<file path="src/hw/rtl/qte_pkg.sv">
// Shared types and constants of the quaternion to XYZ Euler angle converter.
// Used by every module in hw/rtl; depends on nothing.
`timescale 1ns / 1ps
package qte_pkg;

   localparam int CW           = 16;              // input component width
   localparam int BLOCK_MSB    = 13;              // normalised magnitude in [2^13, 2^14)
   localparam int NW           = BLOCK_MSB + 2;   // normalised signed width
   localparam int SW           = CW + BLOCK_MSB + 1;
   localparam int PW           = 2 * NW + 2;      // product width
   localparam int OPW          = PW + 2;          // matrix term width
   localparam int LW           = 54;              // gimbal compare width
   localparam int LIMIT_SHIFT  = 22;
   localparam int GL_W         = 23;
   localparam int AZ_W         = 16;
   localparam int SQRT_STEPS   = 31;
   localparam int RW           = 2 * SQRT_STEPS;
   localparam int STEP_W       = 5;
   localparam int CORDIC_STEPS = 24;
   localparam int PRESCALE     = 24;
   localparam int VW           = 60;
   localparam int ZW           = 34;
   localparam int AF           = 21;              // angle fraction bits
   localparam int ROLL_W       = 24;
   localparam int PITCH_W      = 23;
   localparam int YAW_W        = 24;
   localparam int LANE_ROLL    = 0;
   localparam int LANE_PITCH   = 1;
   localparam int LANE_YAW     = 2;

   localparam logic [GL_W-1:0] GIMBAL_RESET = 23'd4194262;
   localparam logic [AZ_W-1:0] ZERO_RESET   = 16'd21;
   localparam logic signed [ZW-1:0] HALF_PI_Q30 = 34'sd1686629713;

   localparam logic [31:0] ATAN_Q30 [32] = '{
      32'h3243F6A8, 32'h1DAC6705, 32'h0FADBAFC, 32'h07F56EA6, 32'h03FEAB76, 32'h01FFD55B,
      32'h00FFFAAA, 32'h007FFF55, 32'h003FFFEA, 32'h001FFFFD, 32'h000FFFFF, 32'h0007FFFF,
      32'h0003FFFF, 32'h0001FFFF, 32'h0000FFFF, 32'h00007FFF, 32'h00003FFF, 32'h00001FFF,
      32'h00000FFF, 32'h000007FF, 32'h000003FF, 32'h000001FF, 32'h000000FF, 32'h0000007F,
      32'h0000003F, 32'h0000001F, 32'h0000000F, 32'h00000008, 32'h00000004, 32'h00000002,
      32'h00000001, 32'h00000000
   };

   localparam logic [0:0] REG_GIMBAL = 1'b0;
   localparam logic [0:0] REG_ZERO   = 1'b1;

   typedef struct packed {
      logic signed [OPW-1:0] s;
      logic signed [OPW-1:0] roll_y;
      logic signed [OPW-1:0] roll_x;
      logic signed [OPW-1:0] yaw_y;
      logic signed [OPW-1:0] yaw_x;
      logic                  locked;
      logic                  zeroq;
   } qte_side_type;

   typedef struct packed {
      logic                  valid;
      logic [RW-1:0]         rem;
      logic [SQRT_STEPS-1:0] root;
      qte_side_type          side;
   } qte_root_type;

   typedef struct packed {
      logic signed [VW-1:0] x;
      logic signed [VW-1:0] y;
      logic signed [ZW-1:0] z;
      logic                 zero;
   } qte_vec_type;

   typedef struct packed {
      logic              valid;
      logic              locked;
      logic              zeroq;
      logic              spos;
      qte_vec_type [2:0] lane;
   } qte_cord_type;

endpackage

</file>
<file path="src/hw/rtl/qte_cordic_cell.sv">
// One CORDIC vectoring step for the roll, pitch and yaw lanes side by side.
// Depends on qte_pkg.
`timescale 1ns / 1ps
module qte_cordic_cell (
   input  logic                        clock,
   input  logic                        reset,
   input  logic                        en,
   input  logic [qte_pkg::STEP_W-1:0]  step,
   input  logic [31:0]                 atan_step,
   input  qte_pkg::qte_cord_type       in_data,
   output qte_pkg::qte_cord_type       out_data
);

   qte_pkg::qte_cord_type nxt_in, nxt_ff;
   logic                  valid_ff;

   always_comb begin
      logic signed [qte_pkg::VW-1:0] xv, yv;
      logic signed [qte_pkg::ZW-1:0] zv, av;
      nxt_in = in_data;
      av = $signed(qte_pkg::ZW'(atan_step));
      for (int l = 0; l < 3; l++) begin
         xv = in_data.lane[l].x;
         yv = in_data.lane[l].y;
         zv = in_data.lane[l].z;
         if (yv >= 0) begin
            nxt_in.lane[l].x = xv + (yv >>> step);
            nxt_in.lane[l].y = yv - (xv >>> step);
            nxt_in.lane[l].z = zv + av;
         end else begin
            nxt_in.lane[l].x = xv - (yv >>> step);
            nxt_in.lane[l].y = yv + (xv >>> step);
            nxt_in.lane[l].z = zv - av;
         end
      end
   end

   always_ff @(posedge clock) begin
      if (reset) begin
         valid_ff <= 1'b0;
      end else if (en) begin
         valid_ff <= in_data.valid;
      end
   end

   always_ff @(posedge clock) begin
      if (en) begin
         nxt_ff <= nxt_in;
      end
   end

   always_comb begin
      out_data       = nxt_ff;
      out_data.valid = valid_ff;
   end

endmodule
</file>
<file path="config.mk">
export PLATFORM = sky130hd
export DESIGN_NAME = qte_cordic_cell
export DESIGN_NICKNAME = d
export VERILOG_FILES = /design/src/hw/rtl/qte_pkg.sv /design/src/hw/rtl/qte_cordic_cell.sv
export SDC_FILE = /design/constraint.sdc
export NUM_CORES = 2
export LEC_CHECK = 0
export ABC_AREA = 1
export BUFFER_PORTS_ARGS = -buffer_cell sky130_fd_sc_hd__clkbuf_2
export CORE_MARGIN = 4
export CORE_UTILIZATION = 50
export DETAILED_ROUTE_END_ITERATION = 10
export PLACE_DENSITY_LB_ADDON = 0.08
export SLEW_MARGIN = 20
export SYNTH_ARGS = -nofsm -noshare
export SYNTH_HDL_FRONTEND = slang
export SYNTH_SLANG_ARGS = --single-unit
export TNS_END_PERCENT = 5
</file>
<file path="constraint.sdc">
create_clock -name clock -period 6.2 [get_ports clock]
set_clock_uncertainty 0.15 [all_clocks]
set_input_delay 0.93 -clock clock [delete_from_list [all_inputs] [get_ports clock]]
set_output_delay 0.93 -clock clock [all_outputs]
set_load 0.01 [all_outputs]
</file>
==> run summary <==
====================================================================================
Number of port buffers ................................................          977
Slew @ Worst Pin ......................................................    0.8987 ns
First-iteration detailed-routing DRC count ............................        14650
Sw frac ...............................................................       47.53%
Crit path max fanout ..................................................           86
Most frequent cell after synthesis .................................... sky130_fd_sc_hd__nand2_1
Mapped Area ...........................................................  77160 sq um
Final setup violation count ...........................................            0
Final HPWL from detailed placement ....................................    319900 um
Proportion of synthesized flip-flops having asynchronous set or reset .           0%
Vias per cell .........................................................        5.951
Gate power share ......................................................        59.9%
Number of synthesized flops with an enable pin ........................          468
Global-route wire length before repair ................................    551700 um
Number of library cell types mapped by synthesis ......................           61
Dominant synthesized flop cell ........................................ sky130_fd_sc_hd__edfxtp_1
Cts bufs inserted .....................................................           55
Most used cell along the critical path ................................ sky130_fd_sc_hd__nand2_1
Post-detailed-route count of antenna-violating nets ...................            0
Total routing usage reported by global routing ........................       44.34%
Routability-driven placement congestion ratio .........................        1.156
Worst-case clock buffer depth .........................................            3
Chip Width ............................................................     400.8 um
Vertical extent of the die ............................................     400.8 um
Switching pwr .........................................................     10.09 mW
Post-synthesis cell count .............................................        12970
Global-route congestion overflow total ................................            0
Class of the tightest hold or removal check ........................... input port to flop
Sequential fraction of the synthesis area .............................       18.24%
Largest net degree at the start of global routing .....................          130
Drt total wl ..........................................................    379500 um
Design internal power .................................................     11.14 mW
Layout overhead on the synthesized area ...............................       19.26%
Worst path bufs/invs ..................................................            8
FILL cells ............................................................        15160
Top post-synthesis cells by count ..................................... sky130_fd_sc_hd__nand2_1 (4113), sky130_fd_sc_hd__nand3_1 (1913), sky130_fd_sc_hd__inv_1 (1209)
Largest stage delay, worst path .......................................      0.42 ns
Top cells by area, synth .............................................. sky130_fd_sc_hd__nand2_1 (20%), sky130_fd_sc_hd__edfxtp_1 (18%), sky130_fd_sc_hd__nand3_1 (12%)
Kind of capture point of the worst setup path .........................         flop
Synthesized net count .................................................        13990
Number of hold-slack violations in the final timing report ............            0
Maxcap violations .....................................................            0
Top Metal Used ........................................................         met5
Leakage power .........................................................     46.12 nW
H-tree depth ..........................................................            2
Clock tree root buffer cell ........................................... sky130_fd_sc_hd__clkbuf_16
Fraction of layout instances using a drive strength above 1 ...........       15.66%
Remaining design rule violation count .................................            0
Std cell rows .........................................................          143
Upper clock frequency limit ...........................................   0.1719 GHz
Largest area contributor in the netlist ............................... sky130_fd_sc_hd__nand2_1
Signal arrival time at the worst endpoint .............................      6.18 ns
Setup bufs post-CTS ...................................................            0
Vias in the first global route ........................................        89390
Setup WS post-layout ..................................................    0.3833 ns
Clk slew on worst S/H paths ...........................................      0.06 ns
Syn avg cell area .....................................................  5.948 sq um
Met1 wire length ......................................................    148900 um
Worst path required time ..............................................      6.56 ns
Warnings, synthesis ...................................................            0
Clock network fraction of design power ................................        15.8%
Max-slew violation count ..............................................            0
Unrepaired setup endpoints after global routing .......................        false
Core footprint ........................................................ 152600 sq um
CTS tree ..............................................................         done
Starting utilization of the core area .................................       50.56%
Number of synthesized register bits ...................................          469
Maximum ir drop on the vdd rail .......................................    0.2736 mV
Status ................................................................ finished, final reports clean
Worst-case setup slack after placement ................................   -0.1135 ns
Routed wire length per instance .......................................     22.84 um
Final core area utilization ...........................................       60.30%
Total clock sinks .....................................................          469
Crit-path leading delay family ........................................ simple AND/OR/NAND/NOR gates
Power Dens Cells ...................................................... 230.7 nW/um^2
Fin crit share ........................................................       93.82%
Worst-case headroom to the max-slew limit .............................       39.45%
Fraction of power consumed by sequential logic ........................        24.4%
Antenna violations before repair ......................................           74
Detailed-router iteration count before antenna repair .................           10
Standard cell with the maximum stage delay on the critical path ....... sky130_fd_sc_hd__nor4_1
Final net count .......................................................        15510
Met3 wire length ......................................................     57190 um
Vias ..................................................................        98900
Latest clock arrival within the worst-skew pair .......................      0.69 ns
Count of boundary I/O pins ............................................          978
Detail Route met2 WL ..................................................    153000 um
Startpoint Class ......................................................   input port
Minimum clock period ..................................................     5.817 ns
Critical path type .................................................... input port to flop
Portion of synthesized cell area occupied by the leading cell type ....       20.01%
Floorplan die area .................................................... 160700 sq um
====================================================================================
[state kept, by name, summed over array words and instances (netlist names)]
register / count
valid_ff: 1
out_data: 468
[power by group through the flow]
stage	registers, mW	logic [mW]	clock network, mW
after floorplan	5.46	6.68	0
after global placement	5.19	12.1	0
after detailed placement	5.20	12.2	0
after CTS	5.16	12.3	3.38
after global routing	5.21	13.6	3.51
final	5.17	12.7	3.35
[through the flow]
| stage | cell area (sq um) | std cells | hold WS (ns) | power, mW | setup TNS [ns] |
|---|---|---|---|---|---|
| after floorplan | 77160 | 12970 | 0.3117 | 12.14 | 0 |
| after global placement | 90080 | 16470 | 0.3213 | 17.30 | -0.1420 |
| after detailed placement | 90080 | 16470 | 0.3765 | 17.40 | -0.2397 |
| after CTS | 91890 | 16570 | 0.2026 | 20.82 | 0 |
| after global routing | 92000 | 16610 | 0.2304 | 22.34 | 0 |
| final | 92020 | 16620 | 0.2357 | 21.23 | 0 |
[logic make-up (layout without fill, tap and decap cells)]
logic type,count (synthesis),after routing,share of synthesized area (%)
AO/OA/AOI/OAI,1961,1961,14.61
XOR/XNOR,688,688,7.809
adder cells (fa/ha/maj),505,505,8.276
buffers and inverters,1745,3307,9.350
flip-flops,469,469,18.24
multiplexers,1,1,0.01297
other,0,53,0
AND/OR/NAND/NOR,7604,7604,41.70
[worst reg2reg max path: stages (launching register included)]
cell and delay (ns):
sky130_fd_sc_hd__dfxtp_1 0.31, sky130_fd_sc_hd__mux2i_1 0.15, sky130_fd_sc_hd__nor2_1 0.06
[final timing paths]
path | slack (ns) | to | cells after the start | startpoint
worst max-delay path | 0.38 | out_data[152] | 33 | step[1]
worst min-delay path | 0.24 | valid_ff | 2 | reset
worst max register to register | 5.42 | valid_ff | 2 | valid_ff
worst min register to register | 0.39 | valid_ff | 2 | valid_ff
[routing by layer]
layer	track usage (%)	up-vias
met5	0	-
met4	19.80	36
met3	15.85	939
met2	63.99	6588
met1	59.16	45030
li1	-	46310
[placed cells by master (no fill, tap or decap), types with 28 or more instances in the layout]
master / n
sky130_fd_sc_hd__a21boi_0: 40
sky130_fd_sc_hd__a21o_1: 38
sky130_fd_sc_hd__a21oi_1: 709
sky130_fd_sc_hd__a31oi_1: 99
sky130_fd_sc_hd__buf_12: 44
sky130_fd_sc_hd__buf_4: 940
sky130_fd_sc_hd__clkbuf_16: 55
sky130_fd_sc_hd__clkbuf_2: 968
sky130_fd_sc_hd__diode_2: 53
sky130_fd_sc_hd__edfxtp_1: 468
sky130_fd_sc_hd__ha_1: 496
sky130_fd_sc_hd__inv_1: 1203
sky130_fd_sc_hd__inv_2: 38
sky130_fd_sc_hd__nand2_1: 4113
sky130_fd_sc_hd__nand2_2: 39
sky130_fd_sc_hd__nand3_1: 1913
sky130_fd_sc_hd__nand4_1: 94
sky130_fd_sc_hd__nor2_1: 1124
sky130_fd_sc_hd__nor2_2: 67
sky130_fd_sc_hd__nor3_1: 85
sky130_fd_sc_hd__nor4_1: 39
sky130_fd_sc_hd__o211ai_1: 262
sky130_fd_sc_hd__o21a_1: 50
sky130_fd_sc_hd__o21ai_0: 538
sky130_fd_sc_hd__o21ai_1: 121
sky130_fd_sc_hd__o21ai_2: 29
sky130_fd_sc_hd__o21bai_1: 28
sky130_fd_sc_hd__or2_1: 32
sky130_fd_sc_hd__xnor2_1: 226
sky130_fd_sc_hd__xor2_1: 462
[what timing repair did]
action	in CTS	in global routing
hold buffers	0	0
endpoints found under the hold margin	0	0
resized for setup	0	1
setup endpoints to repair	0	2
[cell type report]
cell class                 count  area, sq um  share of cell area [%]
clock buffer                  66         1428                   1.551
tap                         2030         2540                   2.760
antenna                       53        132.6                  0.1441
timing repair buffer        1958        12870                   13.99
inverter                    1249         4725                   5.134
multi-input combinational  10760        55880                   60.72
clock inverter                34        375.4                  0.4079
sequential                   469        14070                   15.29
Power figures use the tool's default switching activity.
