### config.mk
export PLATFORM = sky130hd
export DESIGN_NAME = qte_sqrt_cell
export DESIGN_NICKNAME = d
export VERILOG_FILES = /design/src/hw/rtl/qte_pkg.sv /design/src/hw/rtl/qte_sqrt_cell.sv
export SDC_FILE = /design/constraint.sdc
export NUM_CORES = 1
export LEC_CHECK = 0
export ABC_CLOCK_PERIOD_IN_PS = 36000
export BUFFER_PORTS_ARGS = -buffer_cell sky130_fd_sc_hd__buf_2
export CELL_PAD_IN_SITES_DETAIL_PLACEMENT = 0
export CELL_PAD_IN_SITES_GLOBAL_PLACEMENT = 1
export CORE_MARGIN = 2
export CORE_UTILIZATION = 30
export CTS_CLUSTER_SIZE = 28
export DETAILED_ROUTE_END_ITERATION = 6
export PLACE_DENSITY_LB_ADDON = 0.3
export SETUP_SLACK_MARGIN = 0.4
export SLEW_MARGIN = 20
export SYNTH_ARGS = -nofsm -noshare
export SYNTH_HDL_FRONTEND = slang
export SYNTH_SLANG_ARGS = --single-unit
### constraint.sdc
create_clock -name clock -period 36 [get_ports clock]
set_clock_uncertainty 0.2 [all_clocks]
set_input_delay 9 -clock clock [delete_from_list [all_inputs] [get_ports clock]]
set_output_delay 9 -clock clock [all_outputs]
set_load 0.02 [all_outputs]
### src/hw/rtl/qte_pkg.sv
// Shared types and constants of the quaternion to XYZ Euler angle converter.
// Used by every module in hw/rtl; depends on nothing.
`timescale 1ns / 1ps
package qte_pkg;

   localparam int CW           = 16;              // input component width
   localparam int BLOCK_MSB    = 13;              // normalised magnitude in [2^13, 2^14)
   localparam int NW           = BLOCK_MSB + 2;   // normalised signed width
   localparam int SW           = CW + BLOCK_MSB + 1;
   localparam int PW           = 2 * NW + 2;      // product width
   localparam int OPW          = PW + 2;          // matrix term width
   localparam int LW           = 54;              // gimbal compare width
   localparam int LIMIT_SHIFT  = 22;
   localparam int GL_W         = 23;
   localparam int AZ_W         = 16;
   localparam int SQRT_STEPS   = 31;
   localparam int RW           = 2 * SQRT_STEPS;
   localparam int STEP_W       = 5;
   localparam int CORDIC_STEPS = 24;
   localparam int PRESCALE     = 24;
   localparam int VW           = 60;
   localparam int ZW           = 34;
   localparam int AF           = 21;              // angle fraction bits
   localparam int ROLL_W       = 24;
   localparam int PITCH_W      = 23;
   localparam int YAW_W        = 24;
   localparam int LANE_ROLL    = 0;
   localparam int LANE_PITCH   = 1;
   localparam int LANE_YAW     = 2;

   localparam logic [GL_W-1:0] GIMBAL_RESET = 23'd4194262;
   localparam logic [AZ_W-1:0] ZERO_RESET   = 16'd21;
   localparam logic signed [ZW-1:0] HALF_PI_Q30 = 34'sd1686629713;

   localparam logic [31:0] ATAN_Q30 [32] = '{
      32'h3243F6A8, 32'h1DAC6705, 32'h0FADBAFC, 32'h07F56EA6, 32'h03FEAB76, 32'h01FFD55B,
      32'h00FFFAAA, 32'h007FFF55, 32'h003FFFEA, 32'h001FFFFD, 32'h000FFFFF, 32'h0007FFFF,
      32'h0003FFFF, 32'h0001FFFF, 32'h0000FFFF, 32'h00007FFF, 32'h00003FFF, 32'h00001FFF,
      32'h00000FFF, 32'h000007FF, 32'h000003FF, 32'h000001FF, 32'h000000FF, 32'h0000007F,
      32'h0000003F, 32'h0000001F, 32'h0000000F, 32'h00000008, 32'h00000004, 32'h00000002,
      32'h00000001, 32'h00000000
   };

   localparam logic [0:0] REG_GIMBAL = 1'b0;
   localparam logic [0:0] REG_ZERO   = 1'b1;

   typedef struct packed {
      logic signed [OPW-1:0] s;
      logic signed [OPW-1:0] roll_y;
      logic signed [OPW-1:0] roll_x;
      logic signed [OPW-1:0] yaw_y;
      logic signed [OPW-1:0] yaw_x;
      logic                  locked;
      logic                  zeroq;
   } qte_side_type;

   typedef struct packed {
      logic                  valid;
      logic [RW-1:0]         rem;
      logic [SQRT_STEPS-1:0] root;
      qte_side_type          side;
   } qte_root_type;

   typedef struct packed {
      logic signed [VW-1:0] x;
      logic signed [VW-1:0] y;
      logic signed [ZW-1:0] z;
      logic                 zero;
   } qte_vec_type;

   typedef struct packed {
      logic              valid;
      logic              locked;
      logic              zeroq;
      logic              spos;
      qte_vec_type [2:0] lane;
   } qte_cord_type;

endpackage

### src/hw/rtl/qte_sqrt_cell.sv
// One cell of the square root chain: settles one root bit per transfer.
// Depends on qte_pkg.
`timescale 1ns / 1ps
module qte_sqrt_cell (
   input  logic                        clock,
   input  logic                        reset,
   input  logic                        en,
   input  logic [qte_pkg::STEP_W-1:0]  step,
   input  qte_pkg::qte_root_type       in_data,
   output qte_pkg::qte_root_type       out_data
);

   qte_pkg::qte_root_type nxt_in, nxt_ff;
   logic                  valid_ff;

   always_comb begin
      logic [qte_pkg::RW:0] t;
      t = (qte_pkg::RW'(in_data.root) << (step + 1'b1))
        + ((qte_pkg::RW+1)'(1) << {step, 1'b0});
      nxt_in = in_data;
      if ((qte_pkg::RW+1)'(in_data.rem) >= t) begin
         nxt_in.rem  = in_data.rem - qte_pkg::RW'(t);
         nxt_in.root = in_data.root | (qte_pkg::SQRT_STEPS'(1) << step);
      end
   end

   always_ff @(posedge clock) begin
      if (reset) begin
         valid_ff <= 1'b0;
      end else if (en) begin
         valid_ff <= in_data.valid;
      end
   end

   always_ff @(posedge clock) begin
      if (en) begin
         nxt_ff <= nxt_in;
      end
   end

   always_comb begin
      out_data       = nxt_ff;
      out_data.valid = valid_ff;
   end

endmodule

==> PnR_summary.wiki, run 1 <==
{| class="wikitable"
! Metric !! Value
|-
| Number of register bits inferred by synthesis || 266
|-
| Worst path slowest cell || sky130_fd_sc_hd__or4b_2
|-
| Setup repair after global routing missed its margin || false
|-
| Number of distinct library cell variants in the gate-level netlist after synthesis || 91
|-
| CTS tree || done
|-
| Max Transition Viols Final || 0
|-
| Global-route wire length before repair || 100,500 µm
|-
| Setup TNS || 0 ns
|-
| Top cell type by total area after synthesis || sky130_fd_sc_hd__edfxtp_1
|-
| Post-synth EDFFs || 265
|-
| Worst slack at placement || 17.23 ns
|-
| Largest fanout on the critical path || 42
|-
| Worst skew pair latency || 0.53 ns
|-
| Post-route DRC || 0
|-
| Starting density of the core || 30.30%
|-
| Top area cells in the synthesized netlist || sky130_fd_sc_hd__edfxtp_1 46%, sky130_fd_sc_hd__ha_1 7.1%, sky130_fd_sc_hd__mux2_1 3.7%, sky130_fd_sc_hd__xnor2_1 3.7%, sky130_fd_sc_hd__mux2i_1 3.2%
|-
| Layout net count || 2,495
|-
| Share of Yosys cell area claimed by the top area cell type || 45.60%
|-
| Final routed wirelength across all metal layers || 70,750 µm
|-
| Startpoint Class || input pin
|-
| Die height || 245.2 µm
|-
| Part of the cycle the worst path needs || 50.92%
|-
| Most used standard cells in the synthesized netlist || 265 x sky130_fd_sc_hd__edfxtp_1, 121 x sky130_fd_sc_hd__nor2_1, 120 x sky130_fd_sc_hd__nand2_1, 111 x sky130_fd_sc_hd__a21oi_1, 99 x sky130_fd_sc_hd__ha_1
|-
| Buffer type at the clock tree root || sky130_fd_sc_hd__clkbuf_16
|-
| Share of flip-flops with an asynchronous set or reset || 0%
|-
| Via count of the first global-routing pass || 14,840
|-
| H-tree depth reported by CTS || 2
|-
| Seq/Total Area, Yosys || 45.72%
|-
| Number of maximum-capacitance violations || 0
|-
| Die outline area || 60,110 µm²
|-
| Total vias in the final route || 15,100
|-
| FP Rows || 88
|-
| Cell leakage power || 9.266 nW
|-
| Port-buffer cells || 539
|-
| Post-route minimum period || 18.33 ns
|-
| Post-CTS Hold Fix Bufs || 0
|-
| Antenna violations before repair || 20
|-
| Slew at the pin with the worst max-slew slack || 1.032 ns
|-
| Pin count of the biggest net entering global routing || 71
|-
| Slowest cell delay on critical path || 0.65 ns
|-
| Sum of overflow across all layers after global routing || 0
|-
| Clock-pin slew of the registers on the worst-case setup and hold paths || 0.06 ns
|-
| Number of CTS-inserted buffers || 34
|-
| Yosys warning count || 0
|-
| PD cells || 52.15 nW/µm²
|-
| Peak supply drop || 0.03345 mV
|-
| Sinks on Clock Net || 266
|-
| Average via count per standard cell || 5.176
|-
| Maximum clock frequency || 0.05455 GHz
|-
| Area growth from synthesis to final layout || 26.85%
|-
| Hold WC Path Type || flip-flop to flip-flop
|-
| Post-CTS setup-driven buffer insertion count || 0
|-
| Combined global-route utilization of all metal layers || 22.67%
|-
| Count leader, synth || sky130_fd_sc_hd__edfxtp_1
|-
| Post-Syn Nets || 1,975
|-
| Total I/O pin count || 540
|-
| Mean routed wirelength per cell || 24.26 µm
|-
| Detailed router's first-iteration violation count || 932
|-
| CTS Buffer Depth || 3
|-
| Proportion of layout cells with a drive suffix above 1 || 31.21%
|-
| CTS-repair resized insts || 0
|-
| Floorplan Core Area || 57,590 µm²
|-
| Endpoint arrival time on the critical path || 18.40 ns
|-
| Number of search-and-repair iterations in the first detailed-routing pass || 5
|-
| Final Hold Fails || 0
|-
| Number of routed nets with antenna violations || 0
|-
| Worst Setup Path Type || input pin to flip-flop
|-
| Worst endpoint required time || 36.07 ns
|-
| Minimum setup slack in the final design || 17.67 ns
|-
| Synth Instances || 1,601
|-
| Leading register cell type out of synthesis || sky130_fd_sc_hd__edfxtp_1
|-
| Max transition margin || 31.19%
|-
| Outcome || complete, no violations
|-
| HPWL Detailed || 57,690 µm
|-
| Netlist area before placement || 17,450 µm²
|-
| Endpoint class of the critical path || flip-flop
|-
| Number of setup violations in the final report || 0
|-
| Synth Area per Inst || 10.90 µm²
|-
| Die width || 245.2 µm
|-
| Final RePlAce weighted congestion || 0.9139
|}
## layout make-up
cell class,count,area [µm²]
Clock buffer,41,908.4
Antenna cell,5,12.51
Inverter,37,138.9
Timing Repair Buffer,554,2820
Tap cell,765,957.2
Fill cell,5805,35450
Sequential cell,266,7978
Multi-Input combinational cell,1228,9016
Clock inverter,21,305.3
## through the flow
stage / hold slack, ns / area [µm²] / power (mW) / util, % / std cells
after floorplan: 0.2617 / 17450 / 0.6544 / - / 1601
after global placement: 0.2800 / 20910 / 0.7886 / 36.31 / 2850
final: 0.3130 / 22140 / 1.154 / 38.44 / 2917
after detailed placement: 0.3030 / 20910 / 0.7887 / 36.31 / 2850
after global routing: 0.3309 / 22120 / 1.214 / 38.42 / 2912
after CTS: 0.3177 / 22120 / 1.170 / 38.42 / 2912
## metal layers
metal | global-route usage, % | wire, µm | vias to the layer above
met5 | 0 | 146 | -
met4 | 4.878 | 1356 | 20
met3 | 4.887 | 4469 | 95
met2 | 41.72 | 36340 | 525
met1 | 26.83 | 28440 | 7336
li1 | - | - | 7123
## power by group
| part | leakage (nW) | internal (mW) | total [mW] | switching [mW] |
|---|---|---|---|---|
| clock network | 0.577 | 0.231 | 0.372 | 0.140 |
| logic | 6.09 | 0.142 | 0.388 | 0.246 |
| registers | 2.60 | 0.386 | 0.395 | 0.00937 |
| total | 9.27 | 0.759 | 1.15 | 0.395 |
## cell families (layout without fill, tap and decap cells)
| family | Yosys count | after routing | synth area share, % |
|---|---|---|---|
| xor gates and xnor gates | 121 | 121 | 6.159 |
| adders and majority gates | 100 | 100 | 7.213 |
| AOI/OAI and AO/OA | 427 | 427 | 16.33 |
| buffers and inverters | 107 | 653 | 2.832 |
| and+or+nand+nor | 431 | 431 | 12.02 |
| muxes | 149 | 149 | 9.730 |
| other | 0 | 5 | 0 |
| DFF | 266 | 266 | 45.72 |
## layout by cell type (no fill, tap or decap), types with 6 or more instances in the layout
master                      count
sky130_fd_sc_hd__a31o_2         6
sky130_fd_sc_hd__edfxtp_1     265
sky130_fd_sc_hd__buf_2        538
sky130_fd_sc_hd__clkinv_1       7
sky130_fd_sc_hd__inv_1         36
sky130_fd_sc_hd__a21oi_1      111
sky130_fd_sc_hd__clkbuf_16     35
sky130_fd_sc_hd__ha_1          99
sky130_fd_sc_hd__o211ai_1       6
sky130_fd_sc_hd__nand2_1      120
sky130_fd_sc_hd__nor3_1        15
sky130_fd_sc_hd__and2_1        32
sky130_fd_sc_hd__nor4_1         9
sky130_fd_sc_hd__xor2_1        45
sky130_fd_sc_hd__buf_4         15
sky130_fd_sc_hd__a31oi_1       19
sky130_fd_sc_hd__a21o_1        68
sky130_fd_sc_hd__nor2_1       121
sky130_fd_sc_hd__nand2b_1      19
sky130_fd_sc_hd__mux2_2        27
sky130_fd_sc_hd__mux4_2         7
sky130_fd_sc_hd__a41oi_1        6
sky130_fd_sc_hd__o21ai_0       73
sky130_fd_sc_hd__nand3_1       27
sky130_fd_sc_hd__and3_1        25
sky130_fd_sc_hd__nor2b_1       17
sky130_fd_sc_hd__o22ai_1       15
sky130_fd_sc_hd__bufinv_16      7
sky130_fd_sc_hd__o21bai_1      24
sky130_fd_sc_hd__mux2_1        58
sky130_fd_sc_hd__xnor2_1       72
sky130_fd_sc_hd__a211oi_1       8
sky130_fd_sc_hd__o31ai_1        8
sky130_fd_sc_hd__nand4_1       22
sky130_fd_sc_hd__mux2i_1       56
sky130_fd_sc_hd__o21a_1        14
## path summary, 6_finish.rpt
kind                                            start                       to  slack [ns]  cells past startpoint
worst max register to register  valid_ff$_SDFFE_PP0P_    valid_ff$_SDFFE_PP0P_       35.21                      2
worst min register to register  valid_ff$_SDFFE_PP0P_    valid_ff$_SDFFE_PP0P_        0.31                      2
worst min-delay path            valid_ff$_SDFFE_PP0P_    valid_ff$_SDFFE_PP0P_        0.31                      2
worst max-delay path                          step[0]  out_data[228]$_DFFE_PP_       17.67                     31
## state kept, by name, indices dropped and copies added (netlist names)
signal and cells:
out_data 265, valid_ff 1
## worst max-delay path: cells and delay by family
kind	cells	cell delay, ns
XOR/XNOR	1	0.17
adder cells (fa/ha/maj)	3	1.12
buffers and inverters	5	1.61
multiplexers	2	0.98
AND/OR/NAND/NOR	7	1.79
AO/OA/AOI/OAI	13	3.64
Power figures use the tool's default switching activity.
==> run 2: changes to the inputs <==
--- a/config.mk
+++ b/config.mk
@@ -5,7 +5,7 @@
 export SDC_FILE = /design/constraint.sdc
 export NUM_CORES = 1
 export LEC_CHECK = 0
-export ABC_CLOCK_PERIOD_IN_PS = 36000
+export ABC_CLOCK_PERIOD_IN_PS = 17910
 export BUFFER_PORTS_ARGS = -buffer_cell sky130_fd_sc_hd__buf_2
 export CELL_PAD_IN_SITES_DETAIL_PLACEMENT = 0
 export CELL_PAD_IN_SITES_GLOBAL_PLACEMENT = 1
==> constraint.sdc (replaced) <==
create_clock -name clock -period 17.91 [get_ports clock]
set_clock_uncertainty 0.2 [all_clocks]
set_input_delay 4.4775 -clock clock [delete_from_list [all_inputs] [get_ports clock]]
set_output_delay 4.4775 -clock clock [all_outputs]
set_load 0.02 [all_outputs]
==> run 2 against run 1 <==
Against the previous run: cell count down 0.17%; register-to-register slack worse by 18 ns; clock power up 82%; sequential power up 100%; non-clock buffer count down 3; die area unchanged; wire length down 0.86%; flip-flop and latch count unchanged; first-iteration DRC count up 9.3%; final area down 0.60%; critical path depth up 2.
==> PnR_summary.wiki, run 2 (same netlist as run 1, synthesis figures left out) <==
{| class="wikitable"
! Metric !! Value
|-
| Final Hold Fails || 0 (unchanged)
|-
| Worst endpoint required time || 17.99 ns (was 36.07 ns)
|-
| Startpoint Class || input pin (unchanged)
|-
| Final routed wirelength across all metal layers || 70,140 µm (was 70,750 µm)
|-
| Capture point of the worst path || out_data[234]$_DFFE_PP_ (was out_data[228]$_DFFE_PP_)
|-
| Fin cells || 2,912 (was 2,917)
|-
| PD cells || 102.2 nW/µm² (was 52.15 nW/µm²)
|-
| Post-CTS Hold Fix Bufs || 0 (unchanged)
|-
| Total power || 2.248 mW (was 1.154 mW)
|-
| Non-Filler Cell Area, Final || 22,000 µm² (was 22,140 µm²)
|-
| Sinks on Clock Net || 266 (unchanged)
|-
| Layout net count || 2,492 (was 2,495)
|-
| Buffer type at the clock tree root || sky130_fd_sc_hd__clkbuf_16 (unchanged)
|-
| Part of the cycle the worst path needs || 78.14%
|-
| Post-CTS setup-driven buffer insertion count || 0 (unchanged)
|-
| Worst slack at placement || 3.362 ns (was 17.23 ns)
|-
| Sum of overflow across all layers after global routing || 0 (unchanged)
|-
| Die height || 245.2 µm (unchanged)
|-
| Area of all sequential standard cells || 7978 µm² (unchanged)
|-
| Mean routed wirelength per cell || 24.09 µm (was 24.26 µm)
|-
| Hold WC Path Type || flip-flop to flip-flop (unchanged)
|-
| Final RePlAce weighted congestion || 0.9245 (was 0.9139)
|-
| Minimum setup slack in the final design || 3.915 ns (was 17.67 ns)
|-
| Number of setup violations in the final report || 0 (unchanged)
|-
| Multi-input gate area || 9016 µm² (unchanged)
|-
| Average via count per standard cell || 5.182 (was 5.176)
|-
| Starting density of the core || 30.30% (unchanged)
|-
| Post-route DRC || 0 (unchanged)
|-
| Proportion of layout cells with a drive suffix above 1 || 30.97% (was 31.21%)
|-
| Number of CTS-inserted buffers || 34 (unchanged)
|-
| Maximum clock frequency || 0.07145 GHz
|-
| Max FFs per register || 265 (unchanged)
|-
| Start point of the critical path || step[0] (unchanged)
|-
| Endpoint class of the critical path || flip-flop (unchanged)
|-
| Floorplan Core Area || 57,590 µm² (unchanged)
|-
| Hold WS || 0.3164 ns (was 0.3130 ns)
|-
| Via count of the first global-routing pass || 14,710 (was 14,840)
|-
| Number of routed nets with antenna violations || 0 (unchanged)
|-
| Max Transition Viols Final || 0 (unchanged)
|-
| Antenna violations before repair || 18 (was 20)
|-
| Worst flop-to-flop path endpoint || valid_ff$_SDFFE_PP0P_ (unchanged)
|-
| Max transition margin || 33.63% (was 31.19%)
|-
| HPWL Detailed || 57,010 µm (was 57,690 µm)
|-
| Worst skew pair latency || 0.54 ns (was 0.53 ns)
|-
| Slowest cell delay on critical path || 0.65 ns (about the same)
|-
| Total vias in the final route || 15,090 (was 15,100)
|-
| Outcome || complete, no violations (unchanged)
|-
| Peak supply drop || 0.06451 mV (was 0.03345 mV)
|-
| Combined global-route utilization of all metal layers || 22.36% (was 22.67%)
|-
| Pin count of the biggest net entering global routing || 174 (was 71)
|-
| Die width || 245.2 µm (unchanged)
|-
| Worst setup slack for register-to-register paths || 17.12 ns (was 35.21 ns)
|-
| Setup repair after global routing missed its margin || false (unchanged)
|-
| Largest fanout on the critical path || 42 (unchanged)
|-
| Commonest non-fill, non-tap cells in the layout || 538 x sky130_fd_sc_hd__buf_2, 265 x sky130_fd_sc_hd__edfxtp_1, 121 x sky130_fd_sc_hd__nor2_1 (unchanged)
|-
| Detailed router's first-iteration violation count || 1,019 (was 932)
|-
| Number of search-and-repair iterations in the first detailed-routing pass || 5 (unchanged)
|-
| H-tree depth reported by CTS || 2 (unchanged)
|-
| Clock-pin slew of the registers on the worst-case setup and hold paths || 0.06 ns (about the same)
|-
| Total I/O pin count || 540 (unchanged)
|-
| Worst Setup Path Type || input pin to flip-flop (unchanged)
|-
| # fillers || 5,813 (was 5,805)
|-
| CTS tree || done (unchanged)
|-
| Utilization of the core after routing || 38.21% (was 38.44%)
|-
| Worst hold stages || 2 (unchanged)
|-
| Endpoint arrival time on the critical path || 14.08 ns (was 18.40 ns)
|-
| Most common cell after layout, fill and taps aside || sky130_fd_sc_hd__buf_2 (unchanged)
|-
| Global-route wire length before repair || 99,470 µm (was 100,500 µm)
|-
| Number of maximum-capacitance violations || 0 (unchanged)
|-
| Cell leakage power || 9.197 nW (was 9.266 nW)
|-
| CTS Buffer Depth || 3 (unchanged)
|-
| Worst path slowest cell || sky130_fd_sc_hd__or4b_2 (unchanged)
|-
| FP Rows || 88 (unchanged)
|-
| Die outline area || 60,110 µm² (unchanged)
|-
| Setup TNS || 0 ns (unchanged)
|-
| Total placed cells including tap cells || 2,847 (was 2,850)
|-
| Startpoint of the lowest-slack register-to-register path || valid_ff$_SDFFE_PP0P_ (unchanged)
|-
| Worst reg2reg path depth || 2 (unchanged)
|-
| Placed Instance Area || 20,900 µm² (was 20,910 µm²)
|-
| CTS-repair resized insts || 0 (unchanged)
|-
| Post-route minimum period || 13.99 ns
|-
| Slew at the pin with the worst max-slew slack || 0.9955 ns (was 1.032 ns)
|-
| Area growth from synthesis to final layout || 26.09% (was 26.85%)
|-
| Port-buffer cells || 539 (unchanged)
|}
[run 2: cell type report]
cell class,count,share of cell area [%]
Multi-Input combinational cell,1228,40.98
Timing Repair Buffer,551,12.77
Clock inverter,17,0.8473
Tap cell,765,4.350
Clock buffer,42,4.100
Inverter,37,0.6312
Sequential cell,266,36.26
Antenna cell,6,0.06824
[run 2: critical path, delay by kind of cell]
kind	cells	cell delay (ns)
buffers and inverters	4	1.85
adders and majority gates	3	1.17
xor gates and xnor gates	1	0.19
muxes	3	1.10
AOI/OAI and AO/OA	15	3.66
and+or+nand+nor	7	1.56
[run 2: how the worst min path moves through the flow]
| stage | from | endpoint | slack, ns |
|---|---|---|---|
| CTS | valid_ff$_SDFFE_PP0P_ | valid_ff$_SDFFE_PP0P_ | 0.32 |
| global placement | valid_ff$_SDFFE_PP0P_ | valid_ff$_SDFFE_PP0P_ | 0.28 |
| global route | valid_ff$_SDFFE_PP0P_ | valid_ff$_SDFFE_PP0P_ | 0.34 |
| finish | valid_ff$_SDFFE_PP0P_ | valid_ff$_SDFFE_PP0P_ | 0.32 |
| floorplan | valid_ff$_SDFFE_PP0P_ | valid_ff$_SDFFE_PP0P_ | 0.26 |
| detailed placement | valid_ff$_SDFFE_PP0P_ | valid_ff$_SDFFE_PP0P_ | 0.31 |
[run 2: power by group]
| part | switching, mW | internal (mW) | leakage (nW) |
|---|---|---|---|
| logic | 0.493 | 0.285 | 6.08 |
| clock network | 0.273 | 0.402 | 0.518 |
| registers | 0.0185 | 0.775 | 2.60 |
| total | 0.785 | 1.46 | 9.20 |
[run 2: per-layer routing]
layer,vias to the layer above,track usage (%),wire [µm],share of wire (%)
met3,86,4.002,4095,5.8
met1,7323,27.20,29010,41
met5,-,0,64,0.091
li1,7121,-,-,-
met4,10,3.820,1041,1.5
met2,549,41.33,35930,51
